**config.mk**
```make
export PLATFORM = sky130hd
export DESIGN_NAME = qau_clamp_stage
export DESIGN_NICKNAME = d
export VERILOG_FILES = /design/src/rtl/qau_pkg.sv /design/src/rtl/qau_clamp_stage.sv
export SDC_FILE = /design/constraint.sdc
export NUM_CORES = 1
export LEC_CHECK = 0
export ABC_AREA = 1
export ABC_CLOCK_PERIOD_IN_PS = 2900
export BUFFER_PORTS_ARGS = -buffer_cell sky130_fd_sc_hd__buf_4
export CAP_MARGIN = 40
export CORE_AREA = 2 2 128 130
export CTS_BUF_LIST = sky130_fd_sc_hd__clkbuf_4
export DETAILED_ROUTE_END_ITERATION = 10
export DIE_AREA = 0 0 130 132
export PLACE_DENSITY_LB_ADDON = 0.08
export SYNTH_ARGS = -nofsm -noshare
export SYNTH_HDL_FRONTEND = slang
export SYNTH_SLANG_ARGS = --single-unit
```
**constraint.sdc**
```tcl
create_clock -name clock -period 2.9 [get_ports clock]
set_clock_uncertainty 0.2 [all_clocks]
set_input_delay 0.145 -clock clock [delete_from_list [all_inputs] [get_ports clock]]
set_output_delay 0.145 -clock clock [all_outputs]
set_load 0.1 [all_outputs]
```
**src/rtl/qau_pkg.sv**
```systemverilog
// Shared types and constants of the quaternion arithmetic unit.
// No dependencies; used by the interfaces, the top level and the clamp stage.
package qau_pkg;

   localparam int DW = 32;   // component width, fixed by the transaction format
   localparam int CW = 3;    // operation code width

   localparam logic signed [DW-1:0] COMP_MAX = 32'sh7fff_ffff;
   localparam logic signed [DW-1:0] COMP_MIN = 32'sh8000_0000;

   typedef enum logic [CW-1:0] {
      CMD_MULT   = 3'd0,
      CMD_SUM    = 3'd1,
      CMD_SUB    = 3'd2,
      CMD_CONJ   = 3'd3,
      CMD_SCALE  = 3'd4,
      CMD_DOT    = 3'd5,
      CMD_ROTATE = 3'd6
   } cmd_type;

   typedef struct packed {
      logic [CW-1:0]        cmd;
      logic signed [DW-1:0] a_w;
      logic signed [DW-1:0] a_x;
      logic signed [DW-1:0] a_y;
      logic signed [DW-1:0] a_z;
      logic signed [DW-1:0] b_w;
      logic signed [DW-1:0] b_x;
      logic signed [DW-1:0] b_y;
      logic signed [DW-1:0] b_z;
      logic signed [DW-1:0] factor;
   } req_payload_type;

   typedef struct packed {
      logic signed [DW-1:0] r_w;
      logic signed [DW-1:0] r_x;
      logic signed [DW-1:0] r_y;
      logic signed [DW-1:0] r_z;
      logic                 saturated;
   } rsp_payload_type;

endpackage

```
**src/rtl/qau_clamp_stage.sv**
```systemverilog
// Registered saturation of four wide lanes to the signed 32-bit range,
// with a sticky flag. Depends on qau_pkg for the limits.
module qau_clamp_stage #(
   parameter int IW = 50
) (
   input  logic                           clock,
   input  logic                           load,
   input  logic signed [IW-1:0]           val_i [4],
   input  logic                           sat_i,
   output logic signed [qau_pkg::DW-1:0]  res_o [4],
   output logic                           sat_o
);

   logic signed [qau_pkg::DW-1:0] res_ff [4];
   logic signed [qau_pkg::DW-1:0] res_in [4];
   logic                          sat_ff;
   logic                          sat_in;
   logic [IW-qau_pkg::DW:0]       hi;

   // in range when every bit above bit 30 equals the sign
   always_comb begin
      sat_in = sat_i;
      hi     = '0;
      for (int k = 0; k < 4; k++) begin
         hi = val_i[k][IW-1:qau_pkg::DW-1];
         if ((&hi) || !(|hi)) begin
            res_in[k] = val_i[k][qau_pkg::DW-1:0];
         end else begin
            sat_in    = 1'b1;
            res_in[k] = val_i[k][IW-1] ? qau_pkg::COMP_MIN : qau_pkg::COMP_MAX;
         end
      end
   end

   always_ff @(posedge clock) begin
      if (load) begin
         res_ff <= res_in;
         sat_ff <= sat_in;
      end
   end

   assign res_o = res_ff;
   assign sat_o = sat_ff;

endmodule
```
==> metrics.md, run 1 <==
| Metric | Value |
|---|---|
| Status | `completed` |
| Mux contribution to synthesized area | `0` |
| # Max-Cap Violations | `0` |
| Final setup violation count | `0` |
| Sw frac | `0.371` |
| Mapped Nets | `743` |
| Mapped Area | `5580 µm²` |
| Yosys top cell area share | `0.694` |
| Initial Util | `0.355` |
| H-tree levels | `4` |
| Share of total power in combinational logic | `0.341` |
| Worst VDD drop | `0.264 mV` |
| CTS Buffer Depth | `2` |
| Row count | `46` |
| Hold crit path type | `in2reg` |
| Post-DRT Antenna Nets | `0` |
| Critical path startpoint category | `input pin` |
| Unique masters post-synth | `15` |
| CTS tree | `built` |
| RSZ-0062 raised after global routing | `no` |
| TritonCTS Buffers | `17` |
| Crit path max fanout | `18` |
| Post-synth EDFFs | `129` |
| Synth top area cells | `edfxtp_1 (69%), nand2_1 (19%), nor2_1 (3.8%)` |
| Worst Path Required | `2970 ps` |
| Area growth syn-to-layout | `76.0%` |
| Post-Synth Adder-Cell Area | `0` |
| IO Port Bufs | `331` |
| Nets@finish | `1203` |
| Slew headroom | `0.619` |
| Count leader, synth | `nand2_1` |
| Critical path, cell by cell | `dlygate4sd3_1 > buf_4 > or2_1 > nor2_1 > nand3_1 > nand2_2 > or2_1 > buf_12 > nand2_1` |
| Crit-path slowest cell | `dlygate4sd3_1` |
| Global-route wire length before repair | `26100 µm` |
| Largest net degree at the start of global routing | `71` |
| Root buffer cell | `clkbuf_4` |
| Final min period | `1970 ps` |
| Post-synthesis compound-gate area fraction | `0` |
| DR pass1 iterations | `5` |
| Die Wd | `130 µm` |
| DIE AREA | `17200 µm²` |
| Switching pwr | `1960 µW` |
| Final Hold Fails | `0` |
| Mapped Cells | `540` |
| # IOs | `332` |
| WL final | `17100 µm` |
| Number of remaining DRC errors | `0` |
| Top_reg_cell synth | `edfxtp_1` |
| Synth area leader | `edfxtp_1` |
| Post-CTS setup buffers | `0` |
| Setup CP Type | `in2reg` |
| Initial drt markers | `253` |
| Sequential fraction of the synthesis area | `0.694` |
| CTS clk-pin slew, worst paths | `100 ps` |
| Post-route setup TNS | `0 ps` |
| DP Wirelength | `12100 µm` |
| Share of layout cells above drive strength 1 | `0.375` |
| Total GRT Usage | `0.196` |
| P per Cell Area | `536 nW/µm²` |
| Sequential fraction of design power | `0.428` |
| Max-slew violation count | `0` |
| Tcrit/Tclk final | `0.681` |
| Gr ovfl total | `0` |
| Worst Tran Pin Value | `571 ps` |
| Synth async-reset ratio | `0` |
| Max Fclk | `0.507 GHz` |
| RD Place Congestion | `0.781` |
| Vias | `5404` |
| #FFs+latches synth | `129` |
| Pint | `3310 µW` |
| Avg Cell Area, Syn | `10.3 µm²` |
| CP Capture Type | `register` |
| Power consumption | `5270 µW` |
| Vias in the first global route | `5469` |
| Initial antenna violation count | `2` |
| Main combinational cell family by area after synthesis | `simple AND/OR/NAND/NOR gates` |
| Clock power share | `0.231` |
| CP max stage delay | `530 ps` |
| Post-Synth XOR/XNOR Area | `0` |
| Synth top cells by count | `nand2_1 (280), edfxtp_1 (129), nor2_1 (57)` |
| Synthesis Warnings | `0` |
| CP most frequent cell | `or2_1` |
| Crit path DAT | `2040 ps` |
| Drt wl/cell | `13.9 µm` |
| Synth Area in Simple Gates | `0.270` |
| Leakage | `0.00436 µW` |
| Die height | `132 µm` |
| Core Area | `15700 µm²` |
| Via density | `4.40` |
| Clk sinks | `129` |
==> path summary, 6_finish.rpt <==
path | startpoint | to | slack [ps] | cells after the start
max | val_i[99] | res_o[32]$_DFFE_PP_ | 930 | 9
min | val_i[195] | sat_o$_SDFFCE_PN1P_ | 50 | 9
==> power by group through the flow <==
| stage | sequential [µW] | combinational (µW) | clock [µW] |
|---|---|---|---|
| after floorplan | 3350 | 90.7 | 0 |
| after global placement | 2290 | 1650 | 0 |
| after detailed placement | 2300 | 1660 | 0 |
| after CTS | 2260 | 1800 | 1260 |
| after global routing | 2270 | 1860 | 1320 |
| final | 2250 | 1800 | 1210 |
==> cell usage in the layout (no fill, tap or decap) <==
cell type      instances
nand3_1               10
nand2_2               12
nand2_1              280
or2_1                  6
dlygate4sd3_1        130
diode_2                2
buf_12                 2
nor2_1                57
buf_4                339
nand4_1                8
bufinv_16              3
nand3b_1               2
clkinv_1               5
nor3_1                 1
edfxtp_1             129
or2_2                  1
clkinv_2               2
clkbuf_4              20
inv_1                  4
==> logic make-up after synthesis <==
logic type             after synthesis
buffers and inverters               34
DFF                                129
and+or+nand+nor                    377
==> routing by layer <==
layer	vias to the layer above	track usage	part of all wire
li1	2682	-	-
met3	37	0.0645	0.080
met1	2456	0.205	0.36
met4	0	0.0896	0.029
met2	229	0.350	0.53
met5	-	0	0
==> through the flow <==
step	cells	util	hold slack, ps	worst slack, ps	area, µm²
2_1_floorplan	540	-	57.5	1410	5580
3_3_place_gp	1067	0.525	141	1000	8250
3_5_place_dp	1067	0.525	142	937	8250
4_1_cts	1227	0.625	2.08	974	9820
5_1_grt	1229	0.625	43.2	794	9820
6_report	1229	0.625	46.9	926	9820
==> registers in the layout (all words and copies together), names as in the netlist <==
| name | count |
|---|---|
| res_o | 128 |
| sat_o | 1 |
==> area by class of cell <==
| type | instances | area [µm²] |
|---|---|---|
| clock buffer | 20 | 150 |
| tap | 216 | 270 |
| clock inverter | 10 | 119 |
| fill | 1290 | 5890 |
| sequential | 129 | 3870 |
| antenna | 2 | 5.00 |
| timing repair buffer | 471 | 3890 |
| inverter | 4 | 15.0 |
| multi-input combinational | 377 | 1500 |
==> critical path, delay by kind of cell <==
kind	cells	cell delay (ps)
simple gates	6	990
buf+inv	3	900
==> timing repair <==
item | 4_1_cts | 5_1_grt
endpoints found under the hold margin | 166 | 0
endpoints found under the setup margin | 0 | 0
hold buffers | 130 | 0
resized for setup | 0 | 0
(Power assumes the default switching activity.)
==> inputs of run 2 (changes only) <==
--- a/config.mk
+++ b/config.mk
@@ -6,7 +6,7 @@
 export NUM_CORES = 1
 export LEC_CHECK = 0
 export ABC_AREA = 1
-export ABC_CLOCK_PERIOD_IN_PS = 2900
+export ABC_CLOCK_PERIOD_IN_PS = 1900
 export BUFFER_PORTS_ARGS = -buffer_cell sky130_fd_sc_hd__buf_4
 export CAP_MARGIN = 40
 export CORE_AREA = 2 2 128 130
==> constraint.sdc (replaced) <==
create_clock -name clock -period 1.9 [get_ports clock]
set_clock_uncertainty 0.2 [all_clocks]
set_input_delay 0.095 -clock clock [delete_from_list [all_inputs] [get_ports clock]]
set_output_delay 0.095 -clock clock [all_outputs]
set_load 0.1 [all_outputs]
==> run 2 against run 1 <==
Effect of this change: worst setup slack lost 840 ps; flip-flop and latch count is the same; cell count grew 1.4%; core utilization grew 1.3 points; global-route usage grew 0.79 points; routed wire length grew 1.9%; combinational power grew 54%; final area grew 2.0%; hold slack gained 50 ps; total power grew 54%; first-iteration DRC count shrank 21%; via count grew 0.68%; critical path type unchanged; critical endpoint is now res_o[30]$_DFFE_PP_.
==> metrics.md, run 2 (synthesis gave the netlist of run 1 again) <==
| Metric | Value |
|---|---|
| Status | `completed` |
| FILL cells | `1286` |
| CP most frequent cell | `nand2_1` |
| Crit-path slowest cell | `dlygate4sd3_1` |
| Root buffer cell | `clkbuf_4` |
| CTS Buffer Depth | `2` |
| Most frequent cells in the layout | `buf_4 (346), nand2_1 (280), dlygate4sd3_1 (135)` |
| Initial Util | `0.355` |
| Hold crit path type | `in2reg` |
| Delay-heaviest family, CP | `buffers and inverters` |
| Worst Path Required | `2090 ps` |
| Non-Filler Instances | `1246` |
| CP Depth | `10` |
| Non-Filler Cell Area, Final | `10000 µm²` |
| IO Port Bufs | `331` |
| Pint | `5080 µW` |
| Critical path, cell by cell | `dlygate4sd3_1 > buf_4 > nor2_1 > nand2_1 > nor2_1 > nand3_1 > nand2_1 > nand2_1 > dlygate4sd3_1 > nand2_1` |
| Worst VDD drop | `0.424 mV` |
| Share of total power in combinational logic | `0.342` |
| Max-slew violation count | `0` |
| Clk sinks | `129` |
| Clock power share | `0.233` |
| Initial drt markers | `199` |
| DP Wirelength | `12600 µm` |
| Max reg flops | `128` |
| CTS tree | `built` |
| Global-route wire length before repair | `27000 µm` |
| Area growth syn-to-layout | `79.6%` |
| Gr ovfl total | `0` |
| CTS clk-pin slew, worst paths | `100 ps` |
| Row count | `46` |
| Total GRT Usage | `0.204` |
| Vias in the first global route | `5732` |
| Post-route setup TNS | `0 ps` |
| DP Cell Count | `1078` |
| Switching pwr | `3030 µW` |
| Setup crit end | `res_o[30]$_DFFE_PP_` |
| DR pass1 iterations | `5` |
| Nets@finish | `1219` |
| Slew headroom | `0.736` |
| CP max stage delay | `560 ps` |
| TritonCTS Buffers | `17` |
| Share of layout cells above drive strength 1 | `0.383` |
| Number of remaining DRC errors | `0` |
| # Max-Cap Violations | `0` |
| Worst Tran Pin Value | `397 ps` |
| # IOs | `332` |
| CP Capture Type | `register` |
| Crit path max fanout | `5` |
| Vias | `5441` |
| Final min period | `1810 ps` |
| Core Area | `15700 µm²` |
| P per Cell Area | `809 nW/µm²` |
| Largest net degree at the start of global routing | `32` |
| DIE AREA | `17200 µm²` |
| Setup CP Type | `in2reg` |
| Post-CTS resize count | `0` |
| Tcrit/Tclk final | `0.953` |
| Most common cell after layout, fill and taps aside | `buf_4` |
| WL final | `17400 µm` |
| RD Place Congestion | `0.780` |
| Drt wl/cell | `14.0 µm` |
| Crit path DAT | `2000 ps` |
| Via density | `4.37` |
| Sw frac | `0.374` |
| Crit path from | `val_i[49]` |
| Placed cell area | `8380 µm²` |
| Max Fclk | `0.552 GHz` |
| Critical path startpoint category | `input pin` |
| Final Hold Fails | `0` |
| Initial antenna violation count | `1` |
| Sequential fraction of design power | `0.424` |
| Bufs and invs on worst path | `3` |
| Die height | `132 µm` |
| Post-DRT Antenna Nets | `0` |
| Die Wd | `130 µm` |
| Final setup violation count | `0` |
| Leakage | `0.00445 µW` |
| RSZ-0062 raised after global routing | `no` |
| H-tree levels | `4` |
run 2: cell count changes in the layout (fill, tap and decap cells not counted):
cell | before | now
clkinv_2 | 2 | 4
clkinvlp_4 | 0 | 3
buf_4 | 339 | 346
clkinv_1 | 5 | 3
dlygate4sd3_1 | 130 | 135
clkbuf_4 | 20 | 19
diode_2 | 2 | 1
buf_12 | 2 | 6
run 2: final cells by class:
cell class,instances,area [µm²],share of cell area
Timing Repair Buffer,487,4070,0.406
Sequential cell,129,3870,0.387
Multi-Input combinational cell,377,1500,0.150
Tap cell,216,270,0.0270
Clock inverter,13,144,0.0144
Clock buffer,19,143,0.0142
Inverter,4,15.0,0.00150
Antenna cell,1,2.50,0.000250
run 2: repair_timing:
item,in CTS,in global routing
setup buffers,0,0
hold buffers,135,0
hold endpoints to repair,249,0
run 2: tightest hold or removal path, stage by stage:
cell     delay, ps
buf_4           80
nor2_1          30
nand3_1         60
nor2_1          40
nand2_1         70
nand3_1        200
nand2_1        130
run 2: routing by layer:
metal	wire (µm)	vias to the layer above	global-route usage
met3	1530	40	0.0706
met2	9100	237	0.369
met1	6220	2446	0.208
met5	0	-	0
li1	-	2718	-
met4	563	0	0.0914
run 2: worst min path at each step:
stage                     slack [ps]                   end  startpoint  cells past startpoint
after floorplan                    7    res_o[0]$_DFFE_PP_        load                      0
after global placement            90  res_o[127]$_DFFE_PP_  val_i[199]                      1
after detailed placement          90  res_o[127]$_DFFE_PP_  val_i[199]                      1
after CTS                         30  res_o[105]$_DFFE_PP_  val_i[182]                      6
after global routing              50   res_o[63]$_DFFE_PP_   val_i[99]                      2
final                            100  res_o[105]$_DFFE_PP_  val_i[195]                      7
run 2: power groups by stage:
| stage | registers [µW] | logic, µW | clock network, µW |
|---|---|---|---|
| finish | 3440 | 2780 | 1890 |
| global route | 3460 | 2870 | 2070 |
| CTS | 3440 | 2780 | 1960 |
| detailed placement | 3510 | 2560 | 0 |
| global placement | 3500 | 2540 | 0 |
| floorplan | 5110 | 138 | 0 |
run 2: per-stage QoR:
step / hold WS (ps) / power (µW) / setup slack, ps / utilization
after global routing: 51.7 / 8410 / 38.6 / 0.638
final: 96.8 / 8110 / 89.1 / 0.638
after global placement: 91.6 / 6040 / 262 / 0.533
after CTS: 31.4 / 8190 / 131 / 0.638
after floorplan: 7.50 / 5250 / 463 / -
after detailed placement: 92.7 / 6060 / 197 / 0.533
